### config.mk
export PLATFORM = sky130hd
export DESIGN_NAME = rational_add_multiply_reduce_top_flat
export DESIGN_NICKNAME = d
export VERILOG_FILES = /design/src/sv/ramr_pkg.sv /design/src/sv/ramr_if.sv /design/src/sv/rational_add_multiply_reduce_top.sv /design/src/sv/ramr_div.sv /design/src/flat_wrapper.sv
export VERILOG_INCLUDE_DIRS = /design/src /design/src/sv
export SDC_FILE = /design/constraint.sdc
export NUM_CORES = 2
export LEC_CHECK = 0
export ABC_AREA = 1
export BUFFER_PORTS_ARGS = -buffer_cell sky130_fd_sc_hd__buf_2
export CORE_MARGIN = 5
export CORE_UTILIZATION = 40
export CTS_CLUSTER_SIZE = 30
export DETAILED_ROUTE_END_ITERATION = 10
export SYNTH_ARGS = -nofsm -noshare
export SYNTH_HDL_FRONTEND = slang
export SYNTH_SLANG_ARGS = --single-unit
### constraint.sdc
create_clock -name clk -period 8 [get_ports clk]
set_input_delay 1.6 -clock clk [delete_from_list [all_inputs] [get_ports clk]]
set_output_delay 1.6 -clock clk [all_outputs]
set_load 0.02 [all_outputs]
### src/sv/assert_macros.svh
// Assertion macros used by the top-level RTL file.
`ifndef ASSERT_MACROS_SVH
`define ASSERT_MACROS_SVH
`ifndef SYNTH
`define ASSERT_IMPL(label, clk, rst_n, ante, cons) \
    label: assert property (@(posedge clk) disable iff (!rst_n) (ante) |-> (cons)) \
        else $error("assertion failed");
`define ASSERT_NEXT(label, clk, rst_n, ante, cons) \
    label: assert property (@(posedge clk) disable iff (!rst_n) (ante) |=> (cons)) \
        else $error("assertion failed");
`else
`define ASSERT_IMPL(label, clk, rst_n, ante, cons)
`define ASSERT_NEXT(label, clk, rst_n, ante, cons)
`endif
`endif

### src/sv/ramr_pkg.sv
// Package with the shared types and constants of the rational reduce block.
package ramr_pkg;
    localparam int MagW = 33;
    localparam int DenW = 30;
    localparam logic CmdAdd = 1'b0;
    localparam logic CmdMul = 1'b1;

    typedef struct packed {
        logic          command;
        logic [15:0]   num_a;
        logic [14:0]   den_a;
        logic [15:0]   num_b;
        logic [14:0]   den_b;
    } in_item_t;

    typedef struct packed {
        logic [31:0] res_num;
        logic [29:0] res_den;
        logic        bad_input;
    } out_item_t;

    typedef struct packed {
        logic start;
        logic busy;
        logic done;
    } div_ctl_t;
endpackage

### src/sv/ramr_if.sv
// Valid/ready channel interfaces for input and result transactions.
interface ramr_in_if;
    logic             valid;
    logic             ready;
    ramr_pkg::in_item_t data;
    modport source (output valid, output data, input ready);
    modport sink (input valid, input data, output ready);
endinterface

interface ramr_out_if;
    logic              valid;
    logic              ready;
    ramr_pkg::out_item_t data;
    modport source (output valid, output data, input ready);
    modport sink (input valid, input data, output ready);
endinterface

### src/sv/rational_add_multiply_reduce_top.sv
// Top level of the rational add/multiply unit with GCD reduction.
// Channel in_ch carries one transaction per operation: command (0 add,
// 1 multiply) and two fractions num_a/den_a and num_b/den_b.
// Channel out_ch returns one transaction per input: the reduced numerator
// res_num, the positive denominator res_den and the bad_input flag.
// The block handles one operation at a time and is not ready while busy.
// Products use one 17 by 17 signed multiplier in states S_M1 to S_M3.
// The GCD runs on one shared 33-bit restoring divider, and the number
// of remainder steps depends on the operands.
// Two more divisions then reduce numerator and denominator.
// A zero denominator or zero numerator gives 0/1 without any division.
// The result is held in an output register until the receiver takes it;
// the next input is taken while that register waits.
// Reset returns the sequencer to idle and empties the output register.
`include "assert_macros.svh"
module rational_add_multiply_reduce_top (
    input logic        clk,
    input logic        rst_n,
    ramr_in_if.sink    in_ch,
    ramr_out_if.source out_ch
);
    typedef enum logic [8:0] {
        S_IDLE = 9'b000000001,
        S_M1   = 9'b000000010,
        S_M2   = 9'b000000100,
        S_M3   = 9'b000001000,
        S_CHK  = 9'b000010000,
        S_GCD  = 9'b000100000,
        S_DVN  = 9'b001000000,
        S_DVD  = 9'b010000000,
        S_OUT  = 9'b100000000
    } state_t;

    localparam int MW = ramr_pkg::MagW;

    state_t state_reg, state_next;
    ramr_pkg::in_item_t  in_reg;
    logic signed [32:0]  n_reg;
    logic [MW-1:0]       y_reg, mag_reg, den_reg, g_reg;
    logic                neg_reg;
    logic [31:0]         rnum_reg;
    logic [29:0]         rden_reg;
    logic                bad_reg;
    logic                ov_reg;
    logic                started_reg;

    logic signed [16:0]  ma, mb;
    logic signed [33:0]  mprod;
    logic                div_start;
    logic [MW-1:0]       div_a, div_b, div_q, div_r;
    ramr_pkg::div_ctl_t  div_ctl;
    logic                fin;
    logic                take;
    logic [MW-1:0]       nmag;

    assign take = in_ch.valid && in_ch.ready;
    assign in_ch.ready = (state_reg == S_IDLE);

    always_comb
    begin
        ma = 17'sd0;
        mb = 17'sd0;
        case (state_reg)
            S_M1:
            begin
                ma = 17'(signed'(in_reg.num_a));
                mb = in_reg.command ? 17'(signed'(in_reg.num_b))
                                    : signed'({2'b0, in_reg.den_b});
            end
            S_M2:
            begin
                ma = 17'(signed'(in_reg.num_b));
                mb = signed'({2'b0, in_reg.den_a});
            end
            S_M3:
            begin
                ma = signed'({2'b0, in_reg.den_a});
                mb = signed'({2'b0, in_reg.den_b});
            end
            default:
            begin
                ma = 17'sd0;
                mb = 17'sd0;
            end
        endcase
    end
    assign mprod = ma * mb;
    assign nmag  = n_reg[32] ? MW'(-n_reg) : MW'(n_reg);

    always_comb
    begin
        div_start = 1'b0;
        div_a     = '0;
        div_b     = y_reg;
        case (state_reg)
            S_CHK:
            begin
                div_start = (n_reg != '0) && !bad_reg;
                div_a     = nmag;
                div_b     = den_reg;
            end
            S_GCD:
            begin
                div_start = div_ctl.done && (div_r != '0);
                div_a     = y_reg;
                div_b     = div_r;
                if (div_ctl.done && (div_r == '0))
                begin
                    div_start = 1'b1;
                    div_a     = mag_reg;
                    div_b     = y_reg;
                end
            end
            S_DVN:
            begin
                div_start = div_ctl.done;
                div_a     = den_reg;
                div_b     = g_reg;
            end
            default:
            begin
                div_start = 1'b0;
            end
        endcase
    end

    ramr_div u_div (
        .clk       (clk),
        .rst_n     (rst_n),
        .start     (div_start),
        .dividend  (div_a),
        .divisor   (div_b),
        .ctl       (div_ctl),
        .quotient  (div_q),
        .remainder (div_r)
    );

    assign fin = out_ch.valid && !out_ch.ready;

    always_comb
    begin
        state_next = state_reg;
        case (state_reg)
            S_IDLE: if (take) state_next = S_M1;
            S_M1:   state_next = S_M2;
            S_M2:   state_next = S_M3;
            S_M3:   state_next = S_CHK;
            S_CHK:  state_next = div_start ? S_GCD : S_OUT;
            S_GCD:  if (div_ctl.done && (div_r == '0)) state_next = S_DVN;
            S_DVN:  if (div_ctl.done) state_next = S_DVD;
            S_DVD:  if (div_ctl.done) state_next = S_OUT;
            S_OUT:  if (!fin) state_next = S_IDLE;
            default: state_next = S_IDLE;
        endcase
    end

    always_ff @(posedge clk or negedge rst_n)
    begin
        if (!rst_n)
        begin
            state_reg   <= S_IDLE;
            ov_reg      <= 1'b0;
            started_reg <= 1'b0;
        end
        else
        begin
            state_reg <= state_next;
            if (state_reg == S_OUT && !fin)
                ov_reg <= 1'b1;
            else if (out_ch.ready)
                ov_reg <= 1'b0;
            if (take)
                started_reg <= 1'b1;
            else if (state_reg == S_OUT && !fin)
                started_reg <= 1'b0;
        end
    end

    always_ff @(posedge clk)
    begin
        case (state_reg)
            S_IDLE:
            begin
                if (take)
                begin
                    in_reg  <= in_ch.data;
                    bad_reg <= (in_ch.data.den_a == '0) || (in_ch.data.den_b == '0);
                end
            end
            S_M1:
            begin
                n_reg <= 33'(mprod);
            end
            S_M2:
            begin
                if (in_reg.command == ramr_pkg::CmdAdd)
                    n_reg <= n_reg + 33'(mprod);
            end
            S_M3:
            begin
                den_reg <= MW'(mprod);
                neg_reg <= n_reg[32];
            end
            S_CHK:
            begin
                mag_reg <= nmag;
                y_reg   <= den_reg;
                if (!div_start)
                begin
                    rnum_reg <= '0;
                    rden_reg <= 30'd1;
                end
            end
            S_GCD:
            begin
                if (div_ctl.done)
                begin
                    if (div_r != '0)
                        y_reg <= div_r;
                    else
                        g_reg <= y_reg;
                end
            end
            S_DVN:
            begin
                if (div_ctl.done)
                    rnum_reg <= neg_reg ? 32'(-div_q) : 32'(div_q);
            end
            S_DVD:
            begin
                if (div_ctl.done)
                    rden_reg <= 30'(div_q);
            end
            default:
            begin
            end
        endcase
        if (state_reg == S_OUT && !fin)
        begin
            out_ch.data.res_num   <= rnum_reg;
            out_ch.data.res_den   <= rden_reg;
            out_ch.data.bad_input <= bad_reg;
        end
    end

    assign out_ch.valid = ov_reg;

    `ASSERT_IMPL(a_busy_not_ready, clk, rst_n, state_reg != S_IDLE, !in_ch.ready)
    `ASSERT_IMPL(a_div_idle_start, clk, rst_n, div_start, !div_ctl.busy || div_ctl.done)
    `ASSERT_NEXT(a_out_hold, clk, rst_n, out_ch.valid && !out_ch.ready, out_ch.valid)
    `ASSERT_IMPL(a_one_pending, clk, rst_n, state_reg == S_OUT, started_reg)
endmodule

### src/sv/ramr_div.sv
// Shared restoring divider, one quotient bit per cycle.
module ramr_div (
    input  logic                       clk,
    input  logic                       rst_n,
    input  logic                       start,
    input  logic [ramr_pkg::MagW-1:0]  dividend,
    input  logic [ramr_pkg::MagW-1:0]  divisor,
    output ramr_pkg::div_ctl_t         ctl,
    output logic [ramr_pkg::MagW-1:0]  quotient,
    output logic [ramr_pkg::MagW-1:0]  remainder
);
    localparam int CntW = $clog2(ramr_pkg::MagW + 1);

    logic [ramr_pkg::MagW-1:0] q_reg, q_next;
    logic [ramr_pkg::MagW-1:0] r_reg, r_next;
    logic [ramr_pkg::MagW-1:0] d_reg, d_next;
    logic [CntW-1:0]           cnt_reg, cnt_next;
    logic                      busy_reg, busy_next;
    logic                      done_reg, done_next;
    logic [ramr_pkg::MagW:0]   trial;

    always_comb
    begin
        q_next    = q_reg;
        r_next    = r_reg;
        d_next    = d_reg;
        cnt_next  = cnt_reg;
        busy_next = busy_reg;
        done_next = 1'b0;
        trial     = {r_reg, q_reg[ramr_pkg::MagW-1]} - {1'b0, d_reg};
        if (start)
        begin
            q_next    = dividend;
            r_next    = '0;
            d_next    = divisor;
            cnt_next  = CntW'(ramr_pkg::MagW);
            busy_next = 1'b1;
        end
        else if (busy_reg)
        begin
            if (trial[ramr_pkg::MagW])
            begin
                r_next = {r_reg[ramr_pkg::MagW-2:0], q_reg[ramr_pkg::MagW-1]};
                q_next = {q_reg[ramr_pkg::MagW-2:0], 1'b0};
            end
            else
            begin
                r_next = trial[ramr_pkg::MagW-1:0];
                q_next = {q_reg[ramr_pkg::MagW-2:0], 1'b1};
            end
            cnt_next = cnt_reg - 1'b1;
            if (cnt_reg == CntW'(1))
            begin
                busy_next = 1'b0;
                done_next = 1'b1;
            end
        end
    end

    always_ff @(posedge clk or negedge rst_n)
    begin
        if (!rst_n)
        begin
            busy_reg <= 1'b0;
            done_reg <= 1'b0;
            cnt_reg  <= '0;
        end
        else
        begin
            busy_reg <= busy_next;
            done_reg <= done_next;
            cnt_reg  <= cnt_next;
        end
    end

    always_ff @(posedge clk)
    begin
        q_reg <= q_next;
        r_reg <= r_next;
        d_reg <= d_next;
    end

    assign ctl       = '{start: start, busy: busy_reg, done: done_reg};
    assign quotient  = q_reg;
    assign remainder = r_reg;
endmodule

### src/flat_wrapper.sv
// flat-port wrapper written by rule: the top's interface ports become plain ports
module rational_add_multiply_reduce_top_flat 
  (clk, rst_n, in_ch_valid, in_ch_data, in_ch_ready, out_ch_valid, out_ch_data, out_ch_ready);
  ramr_in_if in_ch_i ();
  ramr_out_if out_ch_i ();
  input logic clk;
  input logic rst_n;
  input wire logic [$bits(in_ch_i.valid)-1:0] in_ch_valid;
  input wire logic [$bits(in_ch_i.data)-1:0] in_ch_data;
  output wire logic [$bits(in_ch_i.ready)-1:0] in_ch_ready;
  output wire logic [$bits(out_ch_i.valid)-1:0] out_ch_valid;
  output wire logic [$bits(out_ch_i.data)-1:0] out_ch_data;
  input wire logic [$bits(out_ch_i.ready)-1:0] out_ch_ready;
  assign in_ch_i.valid = in_ch_valid;
  assign in_ch_i.data = in_ch_data;
  assign in_ch_ready = in_ch_i.ready;
  assign out_ch_valid = out_ch_i.valid;
  assign out_ch_data = out_ch_i.data;
  assign out_ch_i.ready = out_ch_ready;
  rational_add_multiply_reduce_top u_core (.clk(clk), .rst_n(rst_n), .in_ch(in_ch_i), .out_ch(out_ch_i));
endmodule
### Word-level counts from Yosys, hierarchy flattened

Cells that the tools add are included.

| word-level totals | value |
|---|---|
| bits in registers | 472 |
| bits of input ports | 67 |
| output and inout bits | 65 |
| logic and storage cells | 122 |

| operators by class | value |
|---|---|
| add/subtract/negate cells | 5 |
| $mul | 1 |
| equal/unequal tests | 19 |
| muxes and demuxes | 43 |
| bitwise logic cells | 1 |
| reduce and logical (&&, ||, !) cells | 28 |

Operator list:

| kind | number |
|---|---|
| 33-bit two-way mux | 9 |
| 33-bit case mux with 3 select lines | 2 |
| 33-bit case mux with 2 select lines | 2 |
| 17-bit case mux with 3 select lines | 2 |
| 32-bit two-way mux | 3 |
| 9-bit case mux with 9 select lines | 1 |
| 33-bit nonzero test | 2 |
| 32-bit case mux with 2 select lines | 1 |
| 30-bit two-way mux | 2 |
| 30-bit case mux with 2 select lines | 1 |
| 9-bit two-way mux | 6 |
| 34-bit by 33-bit subtractor with 34-bit output | 1 |
| 33-bit adder | 1 |
| 33-bit zero test | 1 |
| 17-bit by 17-bit multiplier with 33-bit output | 1 |
| 33-bit negation | 1 |
| 32-bit negation | 1 |
| 15-bit zero test | 2 |
| 17-bit two-way mux | 1 |
| 2-bit inequality test, second input constant | 7 |
| 6-bit two-way mux | 2 |
| 3-bit AND reduction | 4 |
| 2-bit nonzero test | 6 |
| 1-bit two-way mux | 10 |
| 19 further kinds | 28 |

### Depth between registers and ports, before layout

| logic depth | value |
|---|---|
| word-level depth | 6 |
| depth in mapped cells | 48 |
| depth with buffers taken out | 46 |

### Hierarchy

From an unflattened synthesis, not the netlist that was laid out.

| second synthesis, totals | value |
|---|---|
| cells, all modules | 4440 |
| area total of the unflattened synthesis | 37116.8 µm² |

Modules (own cells, without submodules):

| module | times used | cells an instance | area an instance (µm²) | sequential area each (µm²) |
|---|---|---|---|---|
| rational_add_multiply_reduce_top | 1 | 3386 | 29782.3 | 10911.7 |
| ramr_div | 1 | 1054 | 7334.5 | 2842.7 |

### Worst setup path after synthesis

Ideal clock, no wire load.

| timing | value |
|---|---|
| path kind | flip-flop to flip-flop |
| from | register u_core.state_reg[1] |
| to | register u_core.n_reg[32] (data pin) |
| library setup time | 0.252 ns |
| arrival | 7.562 ns |
| required time | 7.748 ns |
| slack | 0.186 ns |
| stages on the path, launching flop included | 40 |
| buffers on the path | 2 |
| clock period less this slack | 7.814 ns |
| path through | dfrtp_1 nor2_4 inv_2 nor3_2 nand2_2 inv_2 buf_4 nand2_1 o2111ai_2 buf_4 nand2_1 fa_1 fa_1 inv_1 fa_1 fa_1 fa_1 inv_1 (+4 left out) o21ai_0 a21oi_1 o211ai_1 or2_2 and2_1 ha_1 inv_1 o21bai_1 nand2_1 nand2_1 nand2_1 nand3_1 a21oi_1 nand3_1 nand3_1 inv_1 nand2_1 nand2_1 |

| between the ends | value |
|---|---|
| cells in the longest elaborated chain, start to end | 6 |
| elaborated cells on any way between the ends | 9 |
| those cells by class | add/sub: 1; mul: 1; eq/ne: 3; mux: 4 |

RTL lines:

| element | RTL line | source |
|---|---|---|
| start, declared | rational_add_multiply_reduce_top.sv:36 | `state_t state_reg, state_next;` |
| start signal, assigned | rational_add_multiply_reduce_top.sv:167 | `state_reg <= state_next;` |
| 9-bit by 4-bit == test with 1-bit output (tied with other cells) | rational_add_multiply_reduce_top.sv:63 | `case (state_reg)` |
| 17-bit case mux with 3 select lines | rational_add_multiply_reduce_top.sv:63 |  |
| 17-bit by 17-bit multiplier with 33-bit output * | rational_add_multiply_reduce_top.sv:87 | `assign mprod = ma * mb;` |
| named net u_core.mprod[25] | rational_add_multiply_reduce_top.sv:48 | `logic signed [33:0] mprod;` |
| 33-bit adder * | rational_add_multiply_reduce_top.sv:197 | `n_reg <= n_reg + 33'(mprod);` |
| 33-bit two-way mux * | rational_add_multiply_reduce_top.sv:196 | `if (in_reg.command == ramr_pkg::CmdAdd)` |
| 33-bit case mux with 2 select lines * | rational_add_multiply_reduce_top.sv:181 | `case (state_reg)` |
| end signal, assigned | rational_add_multiply_reduce_top.sv:192 | `n_reg <= 33'(mprod);` |
| end signal, assigned | rational_add_multiply_reduce_top.sv:197 |  |
| end, declared | rational_add_multiply_reduce_top.sv:38 | `logic signed [32:0] n_reg;` |

The timed path passes the listed nets; every way through them passes the cells marked *. The select of a mux whose other input is x is not followed.
A chain may end at the register's enable or synchronous reset.

### Final worst setup path

| timing | value |
|---|---|
| from | register u_core.state_reg[7] |
| to | register u_core.n_reg[29] (data pin) |

Same word-level chain as after synthesis.

==> impl_metrics.env <==
export IMPL_status="complete, no violations"
export IMPL_leakagePower_uw=0.02199
export IMPL_syn_cell_area_um2=36990
export IMPL_ant_nets=0
export IMPL_yosysWarningCount=0
export IMPL_peakVddDrop_mv=0.2094
export IMPL_rsz0062_at_grt="yes"
export IMPL_drive_above_1_share=0.2112
export IMPL_clkSlewWorstSetupHoldPaths_ns=0.07
export IMPL_p_sw_frac=0.3909
export IMPL_clock_fmax_mhz=126.1
export IMPL_insertion_delay_ns=0.65
export IMPL_cp_arrival_ns=8.34
export IMPL_end_kind="register"
export IMPL_worstPathMaxFanout=8
export IMPL_grtUsageTotal=0.2275
export IMPL_grt_busiest_layer="met2"
export IMPL_hold_class="reg2reg"
export IMPL_ys_types=61
export IMPL_vias=31201
export IMPL_antenna_found_initial=2
export IMPL_skew_ns=0.05869
export IMPL_final_common_cell="nand2_1"
export IMPL_cap_violations=0
export IMPL_fin_crit_sh=0.9914
export IMPL_cts_tree="built"
export IMPL_netSwitchingPower_uw=4518
export IMPL_gr_usage_met2=0.3960
export IMPL_viasPerCell=5.075
export IMPL_p_int_uw=7041
export IMPL_critPathKind="reg2reg"
export IMPL_setup_viol=0
export IMPL_synthToLayoutAreaGrowth_pct=23.77
export IMPL_port_buffers=131
export IMPL_wl_per_cell_um=18.63
export IMPL_rows=111
export IMPL_gr_usage_met1=0.2930
export IMPL_slew_violations=0
export IMPL_p_comb_frac=0.491
export IMPL_final_hold_viol_count=0
export IMPL_die_w_um=314.1
export IMPL_syn_mean_instance_area_um2=8.381
export IMPL_drt_iter0_markers=2328
export IMPL_cts_buffer_depth=3
export IMPL_grt_pass1_vias=31354
export IMPL_final_cell_mix="nand2_1 (1202), inv_1 (819), edfxtp_1 (421), buf_4 (389), nand3_1 (275)"
export IMPL_cts_buffers=52
export IMPL_grt_pass1_wl_mm=176.6
export IMPL_worst_slew_pin_slew_ns=1.263
export IMPL_crit_top_cell="fa_1"
export IMPL_slowest_stage="fa_2"
export IMPL_firstDrtPassIters=8
export IMPL_grt_overflow_total=0
export IMPL_hpwl_mm=90.20
export IMPL_power_uw=11560
export IMPL_path_delay_family="adder cells"
export IMPL_final_net_count=5422
export IMPL_slowest_delay_ns=0.60
export IMPL_relSlewSlack=0.1558
export IMPL_holdWs_ns=0.4159
export IMPL_post_place_ws_ns=-0.4055
export IMPL_route_detailed_drc=0
export IMPL_worst_path_buf_inv=11
export IMPL_ioPinCount=132
export IMPL_initial_core_util=0.4036
export IMPL_ys_seq_area_frac=0.3718
export IMPL_power_frac_clock=0.229
export IMPL_power_density_nw_per_um2=252.5
export IMPL_core_area_um2=91660
export IMPL_htreeDepth=2
export IMPL_cts_sinks=472
export IMPL_die_y_um=314.1
export IMPL_synth_nets=4919
export IMPL_dieArea_um2=98670
export IMPL_period_needed_ns=7.931
export IMPL_seq_power_share=0.279
export IMPL_grt_max_degree=71
export IMPL_setup_tns_ns=0
export IMPL_routabilityCongestion=0.9346
export IMPL_root_buffer="clkbuf_16"
export IMPL_grt_use_met3=0.03054
export IMPL_fin_ws_ns=0.06888
export IMPL_wl_mm=114.5
export IMPL_ys_ff_latch=472
export IMPL_start_kind="register"
export IMPL_worstPathRequired_ns=8.41
export IMPL_utilization=0.4995
export IMPL_synth_cells=4414
==> synthesized netlist by cell type (all sizes together) <==
| master | n | area share |
|---|---|---|
| xor2 | 35 | 0.0083 |
| nor3 | 45 | 0.0065 |
| nor4 | 9 | 0.0015 |
| nand4 | 65 | 0.012 |
| and2 | 17 | 0.0029 |
| o22ai | 5 | 0.0012 |
| a31oi | 6 | 0.0010 |
| buf | 88 | 0.015 |
| inv | 875 | 0.089 |
| nand3 | 292 | 0.040 |
| a41oi | 1 | 0.00024 |
| dfxtp | 33 | 0.018 |
| a21boi | 7 | 0.0014 |
| dfstp | 1 | 0.00071 |
| o221ai | 9 | 0.0049 |
| nand3b | 33 | 0.0068 |
| dfrtp | 17 | 0.011 |
| clkinv | 1 | 0.00010 |
| o21bai | 12 | 0.0024 |
| nand2 | 1272 | 0.13 |
| clkbuf | 31 | 0.0031 |
| edfxtp | 421 | 0.34 |
| or2 | 8 | 0.0014 |
| fa | 283 | 0.15 |
| xnor2 | 42 | 0.0099 |
| ha | 155 | 0.052 |
| o31ai | 5 | 0.0010 |
| and3 | 1 | 0.00017 |
| a21o | 5 | 0.0010 |
| a21oi | 143 | 0.019 |
| o21a | 2 | 0.00041 |
| o211ai | 4 | 0.0013 |
| nor2 | 312 | 0.034 |
| o2111ai | 34 | 0.0082 |
| o21ai | 145 | 0.020 |
==> path summary, 6_finish.rpt <==
kind	from	end	slack [ns]	cells after the start
worst max-delay path	u_core.state_reg[7]	u_core.n_reg[29]	0.07	39
worst min-delay path	u_core.rnum_reg[0]	u_core.out_ch.data[31]	0.42	0
worst max register to register	u_core.state_reg[7]	u_core.n_reg[29]	0.07	39
worst min register to register	u_core.rnum_reg[0]	u_core.out_ch.data[31]	0.42	0
max in group asynchronous	rst_n	u_core.state_reg[0]	6.68	1
min in group asynchronous	rst_n	u_core.out_ch.valid	0.92	1
==> layout make-up <==
class | count | area, µm²
clock inverter | 45 | 591.8
fill | 8747 | 45880
timing repair inverter | 2 | 15.01
multi-input combinational | 2947 | 21080
timing repair buffer | 566 | 4243
clock buffer | 53 | 1305
tap | 1186 | 1484
sequential | 472 | 13750
antenna | 1 | 2.502
inverter | 876 | 3313
==> worst register-to-register path: cells and delay by family, from the launching register on <==
| family | cells | cell delay, ns |
|---|---|---|
| DFF | 1 | 0.38 |
| AOI/OAI and AO/OA | 2 | 0.36 |
| adders and majority gates | 8 | 3.64 |
| xor gates and xnor gates | 1 | 0.19 |
| buffers and inverters | 11 | 1.36 |
| and+or+nand+nor | 17 | 1.80 |
==> kinds of logic (layout without fill, tap and decap cells) <==
group                    count (synthesis)  count (layout)  synth area share
AO/OA/AOI/OAI                          378             378           0.06271
XOR/XNOR                                77              77           0.01823
adder cells (fa/ha/maj)                438             438            0.2056
buffers and inverters                  995            1542            0.1074
flip-flops                             472             472            0.3718
other                                    0               1                 0
AND/OR/NAND/NOR                       2054            2054            0.2343
==> through the flow <==
stage / cells / area [µm²]
2_1_floorplan: 4414 / 36990
3_3_place_gp: 5979 / 41430
3_5_place_dp: 5979 / 41430
4_1_cts: 6085 / 43800
5_1_grt: 6147 / 45780
6_report: 6148 / 45790
==> power groups by stage <==
stage	Sequential (µW)	Combinational [µW]	Clock, µW
2_1_floorplan	3170	2460	0
3_5_place_dp	3250	4570	0
3_3_place_gp	3250	4550	0
6_report	3230	5680	2650
5_1_grt	3240	6180	2800
4_1_cts	3210	4770	2700
==> per-layer routing <==
metal  up-vias  share of wire  routed length (µm)
met5         -              0                   0
met4         0          0.039                4415
met3       210          0.058                6610
met2       919           0.49               55940
met1     15069           0.42               47580
li1      15003              -                   -
==> repair_timing <==
item                                    CTS  global route
endpoints found under the hold margin     0             0
buffers inserted                          7            58
gates resized for setup                  93           388
pin swaps                                15            94
endpoints found under the setup margin   18            22
hold buffers                              0             0
cloned                                    1             4
Power figures use the tool's default switching activity.
